--- config.mk ---
export PLATFORM = sky130hd
export DESIGN_NAME = chst_queue
export DESIGN_NICKNAME = d
export VERILOG_FILES = /design/src/hw/rtl/chst_pkg.sv /design/src/hw/rtl/chst_queue.sv
export VERILOG_INCLUDE_DIRS = /design/src /design/src/hw/rtl
export SDC_FILE = /design/constraint.sdc
export NUM_CORES = 1
export LEC_CHECK = 0
export BUFFER_PORTS_ARGS = -buffer_cell sky130_fd_sc_hd__buf_2
export CORE_ASPECT_RATIO = 1.75
export CORE_MARGIN = 1
export CORE_UTILIZATION = 54
export CTS_BUF_LIST = sky130_fd_sc_hd__clkbuf_2 sky130_fd_sc_hd__clkbuf_4 sky130_fd_sc_hd__clkbuf_8
export DETAILED_ROUTE_END_ITERATION = 7
export PLACE_DENSITY = 0.92
export SLEW_MARGIN = 20
export SYNTH_ARGS = -nofsm -noshare
export SYNTH_HDL_FRONTEND = slang
export SYNTH_SLANG_ARGS = --single-unit
--- constraint.sdc ---
create_clock -name clk -period 3.7 [get_ports clk]
set_input_delay 0.74 -clock clk [delete_from_list [all_inputs] [get_ports clk]]
set_output_delay 0.74 -clock clk [all_outputs]
set_load 0.01 [all_outputs]
--- src/hw/rtl/chained_hash_set_of_tuples_core_assert.svh ---
// Assertion macros shared by the hash set modules.
// Each macro samples on the rising edge of clk and is off while rst_n is low.
`ifndef CHAINED_HASH_SET_OF_TUPLES_CORE_ASSERT_SVH
`define CHAINED_HASH_SET_OF_TUPLES_CORE_ASSERT_SVH

// The condition holds at every sampled edge.
`define CHST_ASSERT_HOLDS(lbl, cond, msg) \
    lbl: assert property (@(posedge clk) disable iff (!rst_n) (cond)) \
        else $error(msg);

// The consequent holds in the same cycle as the antecedent.
`define CHST_ASSERT_IMPLIES(lbl, ante, cons, msg) \
    lbl: assert property (@(posedge clk) disable iff (!rst_n) (ante) |-> (cons)) \
        else $error(msg);

// The consequent holds in the cycle after the antecedent.
`define CHST_ASSERT_NEXT(lbl, ante, cons, msg) \
    lbl: assert property (@(posedge clk) disable iff (!rst_n) (ante) |=> (cons)) \
        else $error(msg);

`endif

--- src/hw/rtl/chst_pkg.sv ---
package chst_pkg;

    // Packed key width: vertex count, edge count, three degrees and the flag.
    localparam int KEY_W = 49;

    // Number of key fields that enter the hash.
    localparam int HASH_TERMS = 6;

    // The hash 31*h + field over six fields, unrolled: 17*31^6 plus each
    // field times a power of 31, all modulo 2^32.
    localparam logic [31:0] HASH_SEED_TERM = 32'd2202660689;
    localparam logic [31:0] HASH_MUL [HASH_TERMS] = '{
        32'd28629151, 32'd923521, 32'd29791, 32'd961, 32'd31, 32'd1
    };

    // One request transaction.
    typedef struct packed {
        logic        command;
        logic [7:0]  vertex_count;
        logic [15:0] edge_count;
        logic [7:0]  least_degree;
        logic [7:0]  greatest_degree;
        logic [7:0]  added_vertex_degree;
        logic        greatest_raised;
    } query_t;

    // One reply transaction.
    typedef struct packed {
        logic found;
        logic added;
        logic full_res;
    } reply_t;

    // Command codes.
    localparam logic CMD_QUERY  = 1'b0;
    localparam logic CMD_INSERT = 1'b1;

    // Back end sequencer states.
    typedef enum logic [1:0] {
        ST_CLEAR,
        ST_IDLE,
        ST_HEAD,
        ST_NODE
    } back_state_t;

endpackage

--- src/hw/rtl/chst_queue.sv ---
`include "chained_hash_set_of_tuples_core_assert.svh"

module chst_queue
    import chst_pkg::*;
#(
    parameter int ENTRY_W = 60
)
(
    input  logic               clk,
    input  logic               rst_n,
    input  logic               push,
    input  logic [ENTRY_W-1:0] push_data,
    output logic               full,
    input  logic               pop,
    output logic [ENTRY_W-1:0] pop_data,
    output logic               empty
);

    localparam int DEPTH = 2;

    logic [ENTRY_W-1:0] mem_reg [DEPTH];
    logic [0:0]         wr_ptr_reg;
    logic [0:0]         rd_ptr_reg;
    logic [1:0]         count_reg;
    logic [1:0]         count_next;

    assign full     = (count_reg == 2'(DEPTH));
    assign empty    = (count_reg == 2'd0);
    assign pop_data = mem_reg[rd_ptr_reg];

    // Occupancy follows pushes and pops.
    always_comb
    begin
        case ({push, pop})
            2'b10:   count_next = count_reg + 2'd1;
            2'b01:   count_next = count_reg - 2'd1;
            default: count_next = count_reg;
        endcase
    end

    always_ff @(posedge clk or negedge rst_n)
    begin
        if (!rst_n)
        begin
            wr_ptr_reg <= 1'b0;
            rd_ptr_reg <= 1'b0;
            count_reg  <= 2'd0;
        end
        else
        begin
            if (push)
                wr_ptr_reg <= wr_ptr_reg + 1'b1;
            if (pop)
                rd_ptr_reg <= rd_ptr_reg + 1'b1;
            count_reg <= count_next;
        end
    end

    // Entry storage.
    always_ff @(posedge clk)
    begin
        if (push)
            mem_reg[wr_ptr_reg] <= push_data;
    end

    `CHST_ASSERT_IMPLIES(a_no_push_full, push, !full, "queue pushed while full")
    `CHST_ASSERT_IMPLIES(a_no_pop_empty, pop, !empty, "queue popped while empty")

endmodule

---- Word-level counts from Yosys, hierarchy flattened ----
Memory sizes are Yosys's and may differ from the RTL's.
Cells that the tools add are included.
operators by class
  add/subtract/negate cells ............... 4
  equal/unequal tests ..................... 3
  muxes and demuxes ....................... 3
  reductions and logical operators ........ 2
operators with widths
  kind                                              count
  == test 2 bit, second input constant              2
  case mux 2 bit (2 select lines)                   1
  adder 1 bit, second input constant                2
  adder 2 x 1 -> 2 bit, second input constant       1
  == test 2 x 1 -> 1 bit, second input constant     1
  logical NOT 2 bit                                 1
  two-way mux 1 bit                                 2
  nonzero test 2 bit                                1
  subtractor 2 x 1 -> 2 bit, second input constant  1
word-level totals
  flip-flop bits (word level) ............. 4
  memory bits (writable) .................. 120
  input bits .............................. 64
  output and inout bits ................... 62
  logic and storage cells ................. 16
  memories ................................ 1
memory list
  memory   depth  width  read ports  clocked after memory_dff  wr ports  line              RTL
  mem_reg  2      60     1           0                         1         chst_queue.sv:21  logic [ENTRY_W-1:0] mem_reg [DEPTH];

---- Longest topological paths before layout ----
  depth after elaboration ................. 2
  depth in mapped cells ................... 5
  depth with buffers taken out ............ 5

---- Least setup slack after synthesis ----
OpenSTA, ideal clock, no wires.
  path kind ............................... input -> register
  from .................................... input port push
  to ...................................... memory mem_reg[0][0] (enable)
  setup time .............................. 480 ps
  arrival time ............................ 3316 ps
  slack ................................... -95 ps
  stages .................................. 2
  path through ............................ inv_1 > nor2_1
between the ends
  word-level cells in the longest chain between the ends .. 2
RTL lines
  item                                     line              RTL
  from (decl)                              chst_queue.sv:11  input logic push,
  two-way mux 1 bit                        chst_queue.sv:62  if (push)
  two-way mux 1 bit (implied by the code)  chst_queue.sv:63  mem_reg[wr_ptr_reg] <= push_data;
  to (decl)                                chst_queue.sv:21
Every way passes these cells.

---- Worst setup path after layout ----
  from .................................... register rd_ptr_reg
  to ...................................... output port pop_data[15]
between the ends
  word-level cells in the longest chain between the ends .. 1
RTL lines
  item                      line              RTL
  from (decl)               chst_queue.sv:23  logic [0:0] rd_ptr_reg;
  from (signal assigned)    chst_queue.sv:54  rd_ptr_reg <= rd_ptr_reg + 1'b1;
  memory read (2 x 60 bit)  --
  to (decl)                 chst_queue.sv:15  output logic [ENTRY_W-1:0] pop_data,
Every way passes these cells.

==> run metrics <==
Die H=127 µm; CP max FO=34; CTS tree=done; Core Rows=45; Initial Utilization=0.555; # port buffers=125; Crit path arrival time=2070 ps; Clock Power Share=0.250; leakage power=0.00241 µW; skew final=5.23 ps; WP data required=2960 ps; max reg flops=120; RSZ-0062 raised after global routing=false; CP endpoint kind=output pin; crit path time final=about 2800 ps; DRT Wirelength=about 7900 µm; DR vias/cell=4.84; Pre-antenna DRT Iters=6; Netlist cell types=13; GP Congestion=roughly 0.74; Wirelength per Cell=16.6 µm; Worst R2R Setup Slack=1830 ps; CP max-delay cell=dfrtp_4; Residual DRC=0; average cell area after synthesis=23.7 µm²; initial antenna violation count=1; total track usage=0.181; Seq pwr share=0.456; commonest non-fill, non-tap cell in the layout=buf_2; root buffer cell=clkbuf_8; switching share of power=0.277; Max Cap Viol=0; filler instances=a little over 600; worst-margin pin slew=around 750 ps; DPL Wire Length=5390 µm; Hold Buf Count CTS=0; Synth warnings=0; # IOs=~130; most frequent cells in the layout=buf_2, edfxtp_1, mux2_4; layout cells sized above 1=0.616; crit start category=register; Final Hold Fails=0; syn_nets=268; Mapped Area=~4800 µm²; max frequency=0.355 GHz; Comb pwr share=0.295; H-tree Lvls=4; clk buf depth=2; # diodes=0; Std-Cell Core Area=~8700 µm²; Starting DRT DRC Count=just under 100; worst reg2reg endpoint=mem_reg[1][28]$_DFFE_PP_; reg2reg start=wr_ptr_reg$_DFFE_PN0P_; post-synthesis sequential area ratio=0.769; CTS sink cnt=124; TritonCTS Buffers=17; status=completed; Placed Area=5520 µm²; period utilisation layout=0.761; register bit total from synthesis=roughly 120; Worst-Skew Late Latency=approximately 410 ps; Overflow after GRT=0; Worst VDD drop=~0.67 mV; Pwr Density=762 nW/µm²; Resized cells post-CTS=0; Chip Width=73.4 µm; fin nets=409; Tightest Hold Check Type=primary input to asynchronous set/reset pin; max incr delay on CP=around 850 ps; Slew Limit Fails=0; Final setup viols=0; area growth from synthesis to layout=22.8%; vias in the first global route=2498; P_int=approximately 3300 µW; critical path type=register to output pin; final setup TNS=0 ps; Final ANT Viol Nets=0; Worst-path clk slew=60 ps; cells after synthesis=between 200 and 250; Setup Buffers After CTS=0; cell count of the worst reg-to-reg path=2; crit-path cells=buf_12, mux2_4, buf_2; largest net degree at the start of global routing=38; first-pass GRT wire length=about 12000 µm; sw power=approximately 1200 µW; Tot Pwr=4500 µW; Slew headroom=0.503; Die ar.=a little over 9000 µm²; Design Area, Final=5910 µm²; via count=roughly 2300
-- cell type report --
| class | count | area (µm²) | share of cell area |
|---|---|---|---|
| Clock buffer | 17 | 234 | 0.0396 |
| Clock inverter | 15 | 155 | 0.0262 |
| Inverter | 1 | 3.75 | 0.000635 |
| Multi-Input combinational cell | 71 | 986 | 0.167 |
| Sequential cell | 124 | 3710 | 0.627 |
| Tap cell | 117 | 146 | 0.0248 |
| Timing Repair Buffer | 129 | 681 | 0.115 |
-- power by group through the flow --
| stage | Clock (µW) | Combinational, µW | Sequential [µW] |
|---|---|---|---|
| after CTS | 1160 | 1350 | 2060 |
| after detailed placement | 0 | 1350 | 2090 |
| after floorplan | 0 | 1120 | 1960 |
| after global routing | 1210 | 1420 | 2080 |
| final | 1120 | 1330 | 2050 |
| after global placement | 0 | 1320 | 2060 |
-- worst max-delay path: cells and delay by family, from the launching register on --
kind     cells  cell delay [ps]
mux          1              330
buf+inv      2              450
flops        1              850
-- cell families after synthesis --
kind of cell / after synthesis / synth area share
xor+xnor: 5 / 0.00909
flops: 124 / 0.769
buf+inv: 8 / 0.0281
simple gates: 5 / 0.00494
mux: 60 / 0.186
fa+ha+maj: 1 / 0.00260
-- synthesized netlist by cell type --
library cell	count	area, µm²
nor2b_1	1	6.26
and2_1	1	6.26
mux2_2	1	11.3
inv_1	1	3.75
mux2_4	59	886
xnor2_1	2	17.5
buf_12	6	120
nor2_1	3	11.3
buf_6	1	11.3
xor2_1	3	26.3
ha_1	1	12.5
edfxtp_1	120	3600
dfrtp_1	4	100
-- per-layer routing --
metal | vias up | part of all wire | track usage
met2 | 78 | 0.58 | 0.319
met3 | 14 | 0.038 | 0.0572
met4 | 2 | 0.025 | 0.112
met5 | - | 0.0017 | 0
li1 | 1084 | - | -
met1 | 1118 | 0.36 | 0.177
-- through the flow --
stage | hold slack [ps] | setup slack, ps | util | instances
floorplan | 444 | 943 | - | 203
global placement | 473 | 1330 | 0.637 | 442
detailed placement | 488 | 1300 | 0.637 | 442
CTS | 82.0 | 824 | 0.682 | 474
global route | 92.1 | 783 | 0.682 | 474
finish | 125 | 885 | 0.682 | 474
-- how the worst max path moves through the flow --
stage / start / endpoint / slack [ps] / cells after the start
3_3_place_gp: rd_ptr_reg$_DFFE_PN0P_ / pop_data[15] / 1330 / 3
6_report: rd_ptr_reg$_DFFE_PN0P_ / pop_data[15] / 890 / 3
5_1_grt: rd_ptr_reg$_DFFE_PN0P_ / pop_data[58] / 780 / 3
2_1_floorplan: push / mem_reg[0][0]$_DFFE_PP_ / 940 / 2
3_5_place_dp: rd_ptr_reg$_DFFE_PN0P_ / pop_data[15] / 1300 / 3
4_1_cts: rd_ptr_reg$_DFFE_PN0P_ / pop_data[15] / 820 / 3
(Power assumes the default switching activity.)
