### src/hw/rtl/chained_hash_set_of_tuples_core_assert.svh
// Assertion macros shared by the hash set modules.
// Each macro samples on the rising edge of clk and is off while rst_n is low.
`ifndef CHAINED_HASH_SET_OF_TUPLES_CORE_ASSERT_SVH
`define CHAINED_HASH_SET_OF_TUPLES_CORE_ASSERT_SVH

// The condition holds at every sampled edge.
`define CHST_ASSERT_HOLDS(lbl, cond, msg) \
    lbl: assert property (@(posedge clk) disable iff (!rst_n) (cond)) \
        else $error(msg);

// The consequent holds in the same cycle as the antecedent.
`define CHST_ASSERT_IMPLIES(lbl, ante, cons, msg) \
    lbl: assert property (@(posedge clk) disable iff (!rst_n) (ante) |-> (cons)) \
        else $error(msg);

// The consequent holds in the cycle after the antecedent.
`define CHST_ASSERT_NEXT(lbl, ante, cons, msg) \
    lbl: assert property (@(posedge clk) disable iff (!rst_n) (ante) |=> (cons)) \
        else $error(msg);

`endif

### src/hw/rtl/chst_pkg.sv
package chst_pkg;

    // Packed key width: vertex count, edge count, three degrees and the flag.
    localparam int KEY_W = 49;

    // Number of key fields that enter the hash.
    localparam int HASH_TERMS = 6;

    // The hash 31*h + field over six fields, unrolled: 17*31^6 plus each
    // field times a power of 31, all modulo 2^32.
    localparam logic [31:0] HASH_SEED_TERM = 32'd2202660689;
    localparam logic [31:0] HASH_MUL [HASH_TERMS] = '{
        32'd28629151, 32'd923521, 32'd29791, 32'd961, 32'd31, 32'd1
    };

    // One request transaction.
    typedef struct packed {
        logic        command;
        logic [7:0]  vertex_count;
        logic [15:0] edge_count;
        logic [7:0]  least_degree;
        logic [7:0]  greatest_degree;
        logic [7:0]  added_vertex_degree;
        logic        greatest_raised;
    } query_t;

    // One reply transaction.
    typedef struct packed {
        logic found;
        logic added;
        logic full_res;
    } reply_t;

    // Command codes.
    localparam logic CMD_QUERY  = 1'b0;
    localparam logic CMD_INSERT = 1'b1;

    // Back end sequencer states.
    typedef enum logic [1:0] {
        ST_CLEAR,
        ST_IDLE,
        ST_HEAD,
        ST_NODE
    } back_state_t;

endpackage

### src/hw/rtl/chst_front.sv
module chst_front
    import chst_pkg::*;
#(
    parameter int BUCKET_BITS = 10
)
(
    input  logic                             clk,
    input  logic                             rst_n,
    input  logic                             query_valid,
    output logic                             query_stall,
    input  query_t                           query,
    input  logic                             clearing,
    input  logic                             q_full,
    output logic                             q_push,
    output logic [BUCKET_BITS+KEY_W:0]       q_push_data
);

    logic                   s1_valid_reg;
    logic                   s1_valid_next;
    logic                   s1_cmd_reg;
    logic [KEY_W-1:0]       s1_key_reg;
    logic [BUCKET_BITS-1:0] s1_term_reg  [HASH_TERMS];
    logic [BUCKET_BITS-1:0] s1_term_next [HASH_TERMS];
    logic                   accept;
    logic [BUCKET_BITS-1:0] bucket;

    // The stage takes a new transaction when it is empty or drains into the queue, and not while clearing.
    assign q_push      = s1_valid_reg && !q_full;
    assign query_stall = clearing || (s1_valid_reg && q_full);
    assign accept      = query_valid && !query_stall;

    // Each hash term is one field times a constant power of 31, low bits only.
    always_comb
    begin
        logic [31:0] field [HASH_TERMS];
        logic [31:0] prod;
        field[0] = 32'(query.vertex_count);
        field[1] = 32'(query.edge_count);
        field[2] = 32'(query.least_degree);
        field[3] = 32'(query.greatest_degree);
        field[4] = 32'(query.added_vertex_degree);
        field[5] = 32'(query.greatest_raised);
        for (int i = 0; i < HASH_TERMS; i++)
        begin
            prod            = field[i] * HASH_MUL[i];
            s1_term_next[i] = prod[BUCKET_BITS-1:0];
        end
    end

    // Stage valid tracking.
    always_comb
    begin
        if (accept)
            s1_valid_next = 1'b1;
        else if (q_push)
            s1_valid_next = 1'b0;
        else
            s1_valid_next = s1_valid_reg;
    end

    always_ff @(posedge clk or negedge rst_n)
    begin
        if (!rst_n)
            s1_valid_reg <= 1'b0;
        else
            s1_valid_reg <= s1_valid_next;
    end

    // Payload of the first stage.
    always_ff @(posedge clk)
    begin
        if (accept)
        begin
            s1_cmd_reg <= query.command;
            s1_key_reg <= {query.greatest_raised, query.added_vertex_degree,
                           query.greatest_degree, query.least_degree,
                           query.edge_count, query.vertex_count};
            for (int i = 0; i < HASH_TERMS; i++)
                s1_term_reg[i] <= s1_term_next[i];
        end
    end

    // The bucket is the sum of the terms and the seed, modulo the bucket count.
    always_comb
    begin
        bucket = HASH_SEED_TERM[BUCKET_BITS-1:0];
        for (int i = 0; i < HASH_TERMS; i++)
            bucket = bucket + s1_term_reg[i];
    end

    assign q_push_data = {bucket, s1_cmd_reg, s1_key_reg};

endmodule

### config.mk
export PLATFORM = sky130hd
export DESIGN_NAME = chst_front
export DESIGN_NICKNAME = d
export VERILOG_FILES = /design/src/hw/rtl/chained_hash_set_of_tuples_core_assert.svh /design/src/hw/rtl/chst_pkg.sv /design/src/hw/rtl/chst_front.sv
export SDC_FILE = /design/constraint.sdc
export NUM_CORES = 1
export LEC_CHECK = 0
export ABC_AREA = 1
export ABC_CLOCK_PERIOD_IN_PS = 6800
export BUFFER_PORTS_ARGS = -buffer_cell sky130_fd_sc_hd__buf_2
export CAP_MARGIN = 15
export CORE_ASPECT_RATIO = 0.5
export CORE_MARGIN = 2
export CORE_UTILIZATION = 60
export DETAILED_ROUTE_END_ITERATION = 16
export GPL_TIMING_DRIVEN = 0
export PLACE_DENSITY_LB_ADDON = 0.15
export SYNTH_ARGS = -nofsm -noshare
export SYNTH_HDL_FRONTEND = slang
export SYNTH_SLANG_ARGS = --single-unit
export TNS_END_PERCENT = 20
### constraint.sdc
create_clock -name clk -period 6.8 [get_ports clk]
set_clock_uncertainty 0.05 [all_clocks]
set_input_delay 1.7 -clock clk [delete_from_list [all_inputs] [get_ports clk]]
set_output_delay 1.7 -clock clk [all_outputs]
set_load 0.03 [all_outputs]
# ---- Word level (Yosys, flattened, before mapping)
# Memory sizes are Yosys's and may differ from the RTL's.
# Cells that the tools add are included.
# Widths: inputs -> output; s select.
dict set report op_classes {
  add_sub_neg 6
  mul 5
  n_div 0
  order_cmp 0
  n_eq_ne 0
  shifts 0
  n_mux 4
  n_bitwise 0
  reduce_logical 7
}
# operator n
set op_table {}
lappend op_table {{$add 10x10->10} 5}
lappend op_table {{$mul 8x25->10 const B} 1}
lappend op_table {{$mul 16x20->10 const B} 1}
lappend op_table {{$mul 8x15->10 const B} 1}
lappend op_table {{$add 10x10->10 const A} 1}
lappend op_table {{$mul 8x10->10 const B} 1}
lappend op_table {{$mul 8x5->10 const B} 1}
lappend op_table {{$mux 1} 4}
lappend op_table {{$logic_and 1x1->1} 3}
lappend op_table {{$logic_not 1->1} 2}
lappend op_table {{$reduce_bool 2->1} 1}
lappend op_table {{$logic_or 1x1->1} 1}
dict set report word_totals {
  reg_bits 51
  latch_bits 0
  ram_bits 60
  romBits 0
  input_bits 55
  out_inout_bits 62
  word_cells 26
  n_memories 1
}
# memory words word_bits rd rd_ports_with_merged_regs wr line_no
set mem_list {}
lappend mem_list {s1_term_reg 6 10 6 0 6 chst_front.sv:22} ;# logic [BUCKET_BITS-1:0] s1_term_reg [HASH_TERMS];

# ---- Longest topological paths before layout
# Gate-level depths: netlist of run 1.
# An unclocked memory read counts as a cell.
dict set report depth {
  ltp_word 7
  ltp_mapped 16
  depth_no_buf 16
}

# ---- Least setup slack after synthesis of run 1
# OpenSTA, ideal clock, no wires.
dict set report synth_timing {
  kind {input -> register}
  startpoint {in q_full}
  endpoint {reg s1_cmd_reg (enable)}
  setup_ps 527
  t_arrival_ps 5546
  required_time_ps 6223
  path_slack_ps 677
  stages 3
  path_buffers 0
  path_cell_list {nand2_1 -> nand2_1 -> nor2_1}
}
dict set report synth_via {
  elab_chain_len 4
}
# element line_no
set synth_rtl {}
lappend synth_rtl {{from (decl)} chst_front.sv:13} ;# input logic q_full,
lappend synth_rtl {{$logic_and 1x1->1} chst_front.sv:29} ;# assign query_stall = clearing || (s1_valid_reg && q_full);
lappend synth_rtl {{$logic_or 1x1->1} chst_front.sv:29}
lappend synth_rtl {{via query_stall} chst_front.sv:10} ;# output logic query_stall,
lappend synth_rtl {{$logic_not 1->1} chst_front.sv:30} ;# assign accept = query_valid && !query_stall;
lappend synth_rtl {{$logic_and 1x1->1} chst_front.sv:30}
lappend synth_rtl {{via accept} chst_front.sv:24} ;# logic accept;
lappend synth_rtl {{to (signal assigned)} chst_front.sv:74} ;# s1_cmd_reg <= query.command;
lappend synth_rtl {{to (decl)} chst_front.sv:20} ;# logic s1_cmd_reg;
# The timed path passes the listed nets, and every way through them passes these cells.
# A chain may end at the register's enable or synchronous reset.

==> reports/qor.log, run 1 <==
INFO  clocking       clock-sinks=85
INFO  yosys          synth_ff_type=edfxtp_1
INFO  yosys          yosysMostFrequentCell=inv_1
INFO  route          detailedRoute.firstPassIterationCount=6
INFO  job            maxCapViolations=0
INFO  route          drcViolationCount=0
INFO  timing         worst_hold_slack=462ps
INFO  worst_setup_path critPathLaunchType=flip-flop
INFO  yosys          synth_enable_flop_cells=84
INFO  route          drtIter0Drc=163
INFO  floorplanning  placementRows=27
INFO  global_routing globalRouteTotalUtil=21.4%
INFO  power          report.power.total=3.42mW
INFO  power          peakVddDrop=0.319mV
INFO  route          via_count=4378
INFO  yosys          yosysWarningCount=0
INFO  yosys          synthCells=648
INFO  yosys          synth-seq-area-share=36.9%
INFO  clocking       clock_tree.buffer_depth=2
INFO  global_routing antenna_found_initial=0
INFO  timing         maxClockFrequency=0.180GHz
INFO  global_routing grt_max_degree=35
INFO  worst_setup_path path_class=flip-flop to output port
INFO  floorplanning  dieHeight=79.9µm
INFO  floorplanning  design.portCount=117
INFO  timing         finish_stage_setup_viols=0
INFO  yosys          ys_async_sr_fraction=1.18%
INFO  worst_setup_path path_delay_family=adder cells
INFO  yosys          post_synth_most_frequent_cells=inv_1 (202), nand2_1 (90), edfxtp_1 (84)
INFO  clocking       postCtsHoldBufs=0
INFO  clocking       number_of_buffers_created_by_cts=9
INFO  clocking       clock_tree_from_tritoncts=done
INFO  cells_and_area drive_above_1_share=20.5%
INFO  global_routing grt.overflow.total=0
INFO  placement      detailedPlacementHpwl=9.97mm
INFO  placement      placement.cell_area=0.00772mm²
INFO  outcome        outcome=complete, no violations
INFO  cells_and_area nets=981
INFO  worst_setup_path critPathBufInv=7
INFO  timing         hold_viol_final=0
INFO  power          powerDensity=429mW/mm²
INFO  timing         period_share=81.5%
INFO  floorplanning  floorplan.die_area=0.0124mm²
INFO  route          avgRoutedWirePerCell=13.0µm
INFO  placement      gp_congestion=0.821
INFO  yosys          netlist.top_cell.by_area=edfxtp_1
INFO  worst_setup_path timing.critical_path.slowest_cell_delay=560ps
INFO  worst_setup_path crit_path_cell_trace=inv_1 > fa_1 > inv_1 > fa_1 > inv_1 > fa_1 > inv_1 > ha_1 > inv_1 > fa_1 > inv_1 > nand4_1 > nand3_1 > xor2_1 > buf_2
INFO  global_routing number_of_global_route_vias_before_repair=4228
INFO  power          static-leakage-power=4.16nW
INFO  floorplanning  core_area=0.0111mm²
INFO  timing         totalNegativeSetupSlack=0ps
INFO  yosys          ys_seq_elements=85
INFO  yosys          synthDistinctLibCells=25
INFO  worst_setup_path critPathCaptureType=output port
INFO  floorplanning  initial_core_util=62.2%
INFO  timing         final-max-slew-violation-count=0
INFO  yosys          synth.area.top_cells=edfxtp_1 (37%), fa_1 (21%), ha_1 (14%), inv_1 (11%), nand2_1 (4.9%)
INFO  timing         slew_headroom=48.5%
INFO  yosys          synth_fp_nets=852
INFO  yosys          share_of_the_synthesized_area_in_the_top_cell_type=36.5%
INFO  timing         min_period=5540ps
INFO  clocking       post_cts.resized_instances=0
INFO  clocking       clock_latency_on_the_worst_skew_pair=340ps
INFO  yosys          syn_avg_cell_area=10.7µm²
INFO  worst_setup_path most_prevalent_standard_cell_on_the_critical_path=inv_1
INFO  yosys          mappedNetlistArea=0.00691mm²
INFO  cells_and_area max_reg_flops=49
INFO  worst_setup_path cp_data_required_time=5050ps
INFO  route          detail-route-antenna-nets=0
INFO  worst_setup_path cp_data_arrival_time=3790ps
INFO  timing         post_layout_worst_setup_margin=1260ps
INFO  cells_and_area finish.instance_area=0.00798mm²
INFO  worst_setup_path cpMaxStageDelayCell=fa_1
INFO  cells_and_area num-fill-cells=804
INFO  timing         timing_worst_slew_pin_value=771ps
INFO  global_routing grt_first_pass_wirelength=20.0mm
INFO  min_path       worstHoldPathType=flip-flop to flip-flop
INFO  cells_and_area syn2layout_area_growth=15.5%
INFO  timing         rsz0062_at_grt=false
INFO  floorplanning  dieWidth=156µm
INFO  cells_and_area antenna-diode-count=0
INFO  placement      pre_cts_ws=1460ps
INFO  worst_setup_path timing.critical_path.fanout_max=2
INFO  clocking       clock_tree_root=clkbuf_16
INFO  clocking       cts-htree-levels=3
INFO  placement      io_buffer_count=116
INFO  route          final_wl=12.1mm
INFO  clocking       clk_transition_reported_paths=60ps
INFO  route          viasPerCell=4.72
INFO  clocking       cts_post_setup_buffers_inserted=0
## tightest hold or removal path: cells and delay by family, from the launching register on
family,cells,cell delay (ps)
AND/OR/NAND/NOR,1,60
flip-flops,1,340
AO/OA/AOI/OAI,1,70
## path summary, 6_finish.rpt
kind | start | to | slack (ps) | cells after the start
min in group asynchronous | rst_n | s1_valid_reg | 1070 | 1
max | s1_key_reg[10] | q_push_data[58] | 1260 | 15
min reg2reg | s1_valid_reg | s1_valid_reg | 460 | 2
min | s1_valid_reg | s1_valid_reg | 460 | 2
max in group asynchronous | rst_n | s1_valid_reg | 5540 | 1
max reg2reg | s1_valid_reg | s1_key_reg[43] | 4990 | 4
## where the power goes
part	switching [mW]	total [mW]	internal, mW
Sequential	0.0259	0.712	0.686
Clock	0.200	0.444	0.245
Combinational	1.45	2.27	0.817
Total	1.68	3.42	1.75
## cells by family after synthesis
logic type | after synthesis | share of synthesized area, %
compound gates | 19 | 1.58
xor+xnor | 44 | 5.90
fa+ha+maj | 149 | 34.8
buf+inv | 226 | 13.2
flops | 85 | 36.9
simple gates | 125 | 7.64
## stage by stage
step / cells / util (%)
finish: 927 / 71.8
global route: 927 / 71.8
CTS: 927 / 71.8
detailed placement: 911 / 69.4
global placement: 909 / 69.0
floorplan: 648 / -
## cell type report
| cell class | count | area [µm²] | area share, % |
|---|---|---|---|
| plain buffers | 17 | 128 | 1.60 |
| clock buffers | 11 | 233 | 2.92 |
| clock inverters | 5 | 27.5 | 0.345 |
| inverters | 209 | 785 | 9.83 |
| multi-input cells | 337 | 3460 | 43.3 |
| flip-flops and latches | 85 | 2550 | 31.9 |
| well taps | 145 | 181 | 2.27 |
| repair buffers | 118 | 621 | 7.78 |
## placed cells by master, fill, tap and decap left out
| master | n |
|---|---|
| fa_1 | 72 |
| a21o_1 | 1 |
| buf_4 | 17 |
| inv_2 | 6 |
| nand2_1 | 90 |
| edfxtp_1 | 84 |
| clkbuf_16 | 9 |
| nand3_1 | 17 |
| inv_1 | 202 |
| o211ai_1 | 1 |
| dfrtp_1 | 1 |
| clkbuf_1 | 2 |
| clkinv_1 | 3 |
| xnor2_1 | 24 |
| or2_2 | 1 |
| nand4_1 | 5 |
| ha_1 | 77 |
| nor2_1 | 6 |
| o21ai_0 | 1 |
| clkinv_2 | 1 |
| o21bai_1 | 1 |
| or2_0 | 1 |
| nand3b_1 | 2 |
| a31oi_1 | 5 |
| buf_12 | 2 |
| xor2_1 | 17 |
| nand3_2 | 2 |
| nor2_4 | 1 |
| clkinvlp_4 | 2 |
| xnor2_2 | 3 |
| buf_2 | 116 |
| a21oi_1 | 10 |
## layer usage
layer / routed length [µm] / up-vias / global-route usage, % / part of all wire [%]
li1: - / 2215 / - / -
met1: 6000 / 2045 / 30.6 / 50
met3: 693 / 12 / 4.94 / 5.7
met5: 0 / - / 0 / 0
met2: 5240 / 106 / 33.5 / 43
met4: 128 / 0 / 5.50 / 1.1
Note: power is estimated with default switching activity, not from simulation.
==> run 2: changes to the inputs <==
ABC_AREA = 0   (was 1)
ABC_CLOCK_PERIOD_IN_PS = 4920   (was 6800)
CORE_UTILIZATION = 52   (was 60)
clock period = 4.92 ns   (was 6.8 ns; I/O delays follow)
==> reports/qor.log, run 2 <==
INFO  yosys          syn_avg_cell_area=12.1µm² [+14%]
INFO  cells_and_area antenna-diode-count=0 [unchanged]
INFO  yosys          synth_enable_flop_cells=84 [unchanged]
INFO  placement      gp_congestion=0.778 [-5.3%]
INFO  worst_setup_path path_delay_family=adder cells
INFO  route          detail-route-antenna-nets=0 [unchanged]
INFO  yosys          synthCells=545 [-16%]
INFO  cells_and_area multiInputGateArea=0.00329mm² [-5.0%]
INFO  global_routing grt.overflow.total=0 [unchanged]
INFO  worst_setup_path critPathLaunchType=flip-flop
INFO  clocking       clock_tree_from_tritoncts=done
INFO  outcome        outcome=complete, but fails checks
INFO  power          p_switching=2.30mW [+37%]
INFO  timing         worst_hold_slack=472ps [+10.2 ps]
INFO  cells_and_area nets=879 [-10%]
INFO  floorplanning  initial_core_util=52.8% [-9.4 points]
INFO  worst_setup_path most_prevalent_standard_cell_on_the_critical_path=fa_1
INFO  power          peakVddDrop=1.06mV [+230%]
INFO  route          final_wl=10.9mm [-10%]
INFO  worst_setup_path cp_data_arrival_time=3880ps [+90 ps]
INFO  min_path       worstHoldPathType=flip-flop to flip-flop
INFO  yosys          post_synth_most_frequent_cells=inv_1 (181), edfxtp_1 (84), ha_1 (77)
INFO  global_routing grt_first_pass_wirelength=18.7mm [-6.5%]
INFO  floorplanning  placementRows=29 [+7.4%]
INFO  floorplanning  dieHeight=83.7µm [+4.8%]
INFO  placement      place_inst=832 [-8.7%]
INFO  min_path       min_delay_worst_endpoint=s1_valid_reg
INFO  timing         finish_stage_setup_viols=4 [+4]
INFO  global_routing number_of_global_route_vias_before_repair=3991 [-5.6%]
INFO  cells_and_area max_reg_flops=49 [unchanged]
INFO  clocking       clock_tree.buffer_depth=2 [unchanged]
INFO  worst_setup_path timing.critical_path.fanout_max=2 [unchanged]
INFO  yosys          synth_ff_type=edfxtp_1
INFO  yosys          ys_seq_elements=85 [unchanged]
INFO  yosys          synth_fp_nets=749 [-12%]
INFO  worst_setup_path reg2reg_to=s1_key_reg[12]
INFO  worst_setup_path timing.critical_path.slowest_cell_delay=580ps [+20 ps]
INFO  floorplanning  dieWidth=163µm [+4.9%]
INFO  timing         maxClockFrequency=0.194GHz
INFO  worst_setup_path cp_data_required_time=3640ps [-1410 ps]
INFO  route          detailedRoute.firstPassIterationCount=4 [-2]
INFO  route          via_count=3771 [-14%]
INFO  job            maxCapViolations=0 [unchanged]
INFO  outcome        violated_checks=negative setup slack
INFO  timing         min_period=5160ps
INFO  worst_setup_path path_class=flip-flop to output port
INFO  global_routing antenna_found_initial=0 [unchanged]
INFO  yosys          yosysWarningCount=0 [unchanged]
INFO  timing         hold_viol_final=0 [unchanged]
INFO  power          intPower=2.82mW [+61%]
INFO  clocking       clk_transition_reported_paths=70ps [about the same]
INFO  timing         period_share=105%
INFO  route          drcViolationCount=0 [unchanged]
INFO  power          powerDensity=659mW/mm² [+53%]
INFO  cells_and_area layout_common_cells=inv_1 (172), buf_2 (111), edfxtp_1 (84)
INFO  min_path       worst_hold_startpoint=s1_valid_reg
INFO  worst_setup_path worstSetupPathDepth=12 [-3]
INFO  cells_and_area share_of_the_core_filled_with_cells=62.1% [-9.7 points]
INFO  power          power.share.clock=12.5% [-0.5 points]
INFO  clocking       clock_tree_root=clkbuf_16
INFO  yosys          yosysMostFrequentCell=inv_1
INFO  floorplanning  floorplan.die_area=0.0137mm² [+9.9%]
INFO  yosys          synth-seq-area-share=38.6% [+1.7 points]
INFO  clocking       cts-htree-levels=3 [unchanged]
INFO  yosys          mappedNetlistArea=0.00660mm² [-4.4%]
INFO  clocking       number_of_buffers_created_by_cts=9 [unchanged]
INFO  yosys          netlist.top_cell.by_area=edfxtp_1
INFO  cells_and_area instances_no_fill=850 [-8.3%]
INFO  timing         rsz0062_at_grt=true
INFO  yosys          synth.area.top_cells=edfxtp_1 (38%), fa_1 (22%), ha_1 (15%), inv_1 (10%), xnor2_1 (6.5%)
INFO  cells_and_area drive_above_1_share=25.7% [+5.3 points]
INFO  worst_setup_path crit_path_start=s1_key_reg[11]
INFO  worst_setup_path cpMaxStageDelayCell=fa_1
INFO  clocking       clock-sinks=85 [unchanged]
INFO  worst_setup_path crit_path_cell_trace=fa_1 > inv_2 > fa_1 > inv_2 > fa_1 > ha_1 > a21o_1 > a21oi_2 > o22ai_2 > o41ai_4 > xnor2_1 > buf_4
INFO  timing         post_layout_worst_setup_margin=-236ps [-1500 ps]
INFO  yosys          synthDistinctLibCells=25 [unchanged]
INFO  yosys          share_of_the_synthesized_area_in_the_top_cell_type=38.2% [+1.7 points]
INFO  timing         final-max-slew-violation-count=0 [unchanged]
INFO  worst_setup_path critPathBufInv=3 [-4]
INFO  floorplanning  design.portCount=117 [unchanged]
INFO  power          p_comb_share=68.2% [+2.0 points]
INFO  cells_and_area final-seq-area=0.00255mm² [unchanged]
INFO  cells_and_area layout.cells.most_common=inv_1
INFO  min_path       whs_path_depth=1 [-1]
INFO  cells_and_area syn2layout_area_growth=17.7%
INFO  floorplanning  core_area=0.0125mm² [+13%]
INFO  clocking       clock_latency_on_the_worst_skew_pair=340ps [about the same]
INFO  worst_setup_path r2r_start=s1_valid_reg
INFO  timing         timing_worst_slew_pin_value=573ps [-197 ps]
INFO  worst_setup_path ff2ff_setup_slack=3090ps [-1900 ps]
INFO  route          viasPerCell=4.44 [-6.1%]
INFO  worst_setup_path critPathCaptureType=output port
INFO  yosys          ys_async_sr_fraction=1.18% [unchanged]
INFO  route          drtIter0Drc=180 [+10%]
INFO  power          part_of_the_power_in_registers=19.4% [-1.4 points]
INFO  global_routing grt_max_degree=48 [+37%]
INFO  worst_setup_path timing.reg2reg.worst_path_depth=3 [-1]
INFO  power          static-leakage-power=3.83nW [-7.9%]
INFO  power          p_sw_share=45.0% [-4.0 points]
INFO  route          avgRoutedWirePerCell=12.8µm [-1.8%]
INFO  placement      detailedPlacementHpwl=8.86mm [-11%]
INFO  placement      io_buffer_count=116 [unchanged]
INFO  global_routing globalRouteTotalUtil=17.8% [-3.6 points]
INFO  timing         slew_headroom=61.8% [+13 points]
INFO  cells_and_area num-fill-cells=1061 [+32%]
-- run 2: stage by stage --
step           TNS [ps]  worst slack, ps  instance area, µm²  power [mW]
6_report           -620             -236                7770        5.12
5_1_grt           -1400             -431                7770        5.53
4_1_cts            -909             -322                7750        5.14
3_5_place_dp      -48.4            -48.4                7430        4.27
3_3_place_gp      -2580            -44.4                7400        4.22
2_1_floorplan         0              158                6610        3.56
-- run 2: layout make-up --
type	instances	area share, %
inverters	181	8.74
plain buffers	17	1.64
flip-flops and latches	85	32.8
clock buffers	9	2.90
clock inverters	7	0.660
repair buffers	119	8.27
well taps	170	2.74
multi-input cells	262	42.3
-- run 2: repair_timing --
action / 4_1_cts / 5_1_grt
gates resized for setup: 14 / 10
pin swaps: 11 / 3
setup endpoints to repair: 4 / 5
gates cloned: 0 / 0
hold buffers: 0 / 0
buffers inserted: 2 / 0
-- run 2: power by group through the flow --
stage,combinational [mW],clock (mW),sequential (mW)
after CTS,3.48,0.666,0.994
after global placement,3.21,0,1.01
after detailed placement,3.26,0,1.01
after floorplan,2.53,0,1.02
after global routing,3.84,0.690,1.00
final,3.49,0.639,0.992
-- run 2: routing by layer --
metal,vias to the layer above,wire length [µm],GRT usage (%)
li1,1916,-,-
met1,1762,5310,25.1
met2,80,4910,28.1
met3,13,531,4.17
met4,0,107,4.18
met5,-,0,0
-- run 2: kinds of logic after synthesis --
| logic type | share of synthesized area (%) |
|---|---|
| buffers and inverters | 12.2 |
| adders and majority gates | 36.4 |
| DFF | 38.6 |
| xor gates and xnor gates | 7.56 |
| AOI/OAI and AO/OA | 3.51 |
| and+or+nand+nor | 1.72 |
-- run 2: worst register-to-register path: stages (launching register included) --
cell,delay (ps)
dfrtp_1,400
a21oi_1,170
and2_4,540
buf_16,310
-- run 2: how the worst max path moves through the flow --
| stage | endpoint | slack, ps |
|---|---|---|
| 2_1_floorplan | q_push_data[58] | 160 |
| 3_3_place_gp | q_push_data[58] | -40 |
| 3_5_place_dp | q_push_data[58] | -50 |
| 4_1_cts | q_push_data[58] | -320 |
| 5_1_grt | q_push_data[59] | -430 |
| 6_report | q_push_data[59] | -240 |
==> run 3: changes to the inputs <==
BUFFER_PORTS_ARGS = unset   (was -buffer_cell sky130_fd_sc_hd__buf_2)
CORE_UTILIZATION = 59   (was 52)
DONT_BUFFER_PORTS = 1   (was unset)
MAX_ROUTING_LAYER = met4   (was unset)
==> reports/qor.log, run 3 (same netlist as run 2, synthesis figures left out) <==
INFO  outcome        outcome=complete, but fails checks
INFO  outcome        violated_checks=negative setup slack
INFO  clocking       clock_tree_from_tritoncts=done
INFO  clocking       clock_tree.buffer_depth=2 [unchanged]
INFO  clocking       number_of_buffers_created_by_cts=9 [unchanged]
INFO  global_routing antenna_found_initial=0 [unchanged]
INFO  global_routing number_of_global_route_vias_before_repair=3653 [-8.5%]
INFO  worst_setup_path timing.critical_path.fanout_max=2 [unchanged]
INFO  placement      place_inst=691 [-17%]
INFO  placement      pre_cts_ws=-115ps [-66.1 ps]
INFO  cells_and_area max_reg_flops=49 [unchanged]
INFO  worst_setup_path critPathCaptureType=output port
INFO  worst_setup_path critPathBufInv=6 [+3]
INFO  worst_setup_path critPathLaunchType=flip-flop
INFO  placement      detailedPlacementHpwl=8.31mm [-6.2%]
INFO  cells_and_area num-fill-cells=822 [-23%]
INFO  worst_setup_path path_delay_family=adder cells
INFO  worst_setup_path crit_path_cell_trace=inv_2 > fa_1 > inv_2 > fa_1 > inv_1 > fa_1 > inv_2 > ha_4 > buf_4 > buf_4 > a21o_1 > a21oi_2 > o22ai_2 > o41ai_4 > xnor2_2
INFO  floorplanning  initial_core_util=60.3% [+7.6 points]
INFO  cells_and_area antenna-diode-count=0 [unchanged]
INFO  global_routing grt_max_degree=66 [+38%]
INFO  timing         maxClockFrequency=0.198GHz [+2.3%]
INFO  route          viasPerCell=4.84 [+9.1%]
INFO  cells_and_area syn2layout_area_growth=9.66%
INFO  clocking       clock_tree_root=clkbuf_16
INFO  route          drtIter0Drc=71 [-61%]
INFO  route          detailedRoute.firstPassIterationCount=5 [+1]
INFO  min_path       worstHoldPathType=flip-flop to flip-flop
INFO  placement      io_buffer_count=0 [-100%]
INFO  clocking       clk_transition_reported_paths=60ps [about the same]
INFO  floorplanning  dieWidth=154µm [-6.0%]
INFO  timing         finish_stage_setup_viols=4 [unchanged]
INFO  clocking       clock-sinks=85 [unchanged]
INFO  floorplanning  design.portCount=117 [unchanged]
INFO  timing         hold_viol_final=0 [unchanged]
INFO  timing         rsz0062_at_grt=true
INFO  global_routing grt_first_pass_wirelength=16.9mm [-10%]
INFO  cells_and_area layout.cells.most_common=inv_1
INFO  cells_and_area share_of_the_core_filled_with_cells=66.2% [+4.1 points]
INFO  power          powerDensity=689mW/mm² [+4.6%]
INFO  floorplanning  dieHeight=78.8µm [-5.8%]
INFO  route          detail-route-antenna-nets=0 [unchanged]
INFO  cells_and_area drive_above_1_share=11.5% [-14 points]
INFO  clocking       postCtsHoldBufs=0 [unchanged]
INFO  floorplanning  core_area=0.0109mm² [-13%]
INFO  timing         period_share=102% [-2.4 points]
INFO  clocking       clock_latency_on_the_worst_skew_pair=330ps [about the same]
INFO  route          avgRoutedWirePerCell=14.4µm [+12%]
INFO  worst_setup_path cp_data_required_time=3640ps [about the same]
INFO  cells_and_area nets=767 [-13%]
INFO  clocking       cts-htree-levels=3 [unchanged]
INFO  floorplanning  placementRows=27 [-6.9%]
INFO  cells_and_area final-seq-area=0.00255mm² [unchanged]
INFO  worst_setup_path timing.critical_path.slowest_cell_delay=550ps [-30 ps]
INFO  global_routing grt.overflow.total=0 [unchanged]
INFO  timing         worst_hold_slack=461ps [-10.6 ps]
INFO  floorplanning  floorplan.die_area=0.0121mm² [-11%]
INFO  power          static-leakage-power=3.42nW [-11%]
INFO  worst_setup_path cpMaxStageDelayCell=fa_1
INFO  job            maxCapViolations=0 [unchanged]
INFO  timing         timing_worst_slew_pin_value=680ps [+107 ps]
INFO  cells_and_area instances_no_fill=712 [-16%]
INFO  timing         post_layout_worst_setup_margin=-119ps [+117 ps]
INFO  cells_and_area layout_common_cells=inv_1 (171), edfxtp_1 (84), ha_1 (76)
INFO  route          final_wl=10.2mm [-5.8%]
INFO  timing         final-max-slew-violation-count=0 [unchanged]
INFO  worst_setup_path path_class=flip-flop to output port
INFO  timing         slew_headroom=54.3% [-7.5 points]
INFO  power          peakVddDrop=0.711mV [-33%]
INFO  route          via_count=3446 [-8.6%]
INFO  timing         min_period=5040ps [-117 ps]
INFO  worst_setup_path cp_data_arrival_time=3760ps [-120 ps]
INFO  placement      gp_congestion=0.777 [-0.18%]
INFO  cells_and_area multiInputGateArea=0.00333mm² [+1.3%]
INFO  route          drcViolationCount=0 [unchanged]
INFO  global_routing globalRouteTotalUtil=18.8% [+1.0 points]
[run 3: cell count changes in the layout (fill, tap and decap cells not counted), sizes merged]
cell | before | now
clkbuf | 9 | 10
buf | 136 | 24
clkinvlp | 2 | 1
clkinv | 4 | 2
inv | 182 | 181
bufinv | 0 | 2
[run 3: final cells by class]
cell class / count / area share [%]
flip-flops and latches: 85 / 35.2
repair buffers: 7 / 1.00
well taps: 145 / 2.51
plain buffers: 17 / 1.76
clock buffers: 10 / 3.16
multi-input cells: 262 / 46.0
inverters: 181 / 9.38
clock inverters: 5 / 1.05
[run 3: what timing repair did]
action / CTS / global route
setup endpoints to repair: 5 / 5
pin swaps: 11 / 11
gates resized for setup: 16 / 7
setup buffers: 3 / 3
[run 3: final timing paths]
kind	to	startpoint	slack [ps]	cells after the start
max in group asynchronous	s1_valid_reg	rst_n	4220	0
min	s1_valid_reg	s1_valid_reg	460	1
max reg2reg	s1_key_reg[10]	s1_valid_reg	3220	3
max	q_push_data[59]	s1_term_reg[4][2]	-120	15
min in group asynchronous	s1_valid_reg	rst_n	530	0
min reg2reg	s1_valid_reg	s1_valid_reg	460	1
[run 3: per-layer routing]
| layer | vias up | share of wire [%] | track usage (%) |
|---|---|---|---|
| met5 | - | 0 | - |
| met4 | 0 | 0.97 | 4.77 |
| met3 | 9 | 6.9 | 5.79 |
| met2 | 96 | 45 | 29.1 |
| met1 | 1658 | 47 | 24.7 |
| li1 | 1683 | - | - |
[run 3: report_power, final]
part	switching (mW)	internal (mW)	total [mW]	leakage [nW]
Clock	0.266	0.439	0.705	0.146
Combinational	1.94	1.33	3.27	2.48
Sequential	0.0593	0.960	1.02	0.795
Total	2.27	2.73	4.99	3.42
[run 3: through the flow]
| step | instance area, µm² | power (mW) | TNS [ps] |
|---|---|---|---|
| after global routing | 7240 | 5.39 | -813 |
| final | 7240 | 4.99 | -293 |
| after detailed placement | 6820 | 3.97 | -115 |
| after global placement | 6790 | 3.93 | -77.6 |
| after floorplan | 6610 | 3.56 | 0 |
| after CTS | 7190 | 4.94 | -804 |
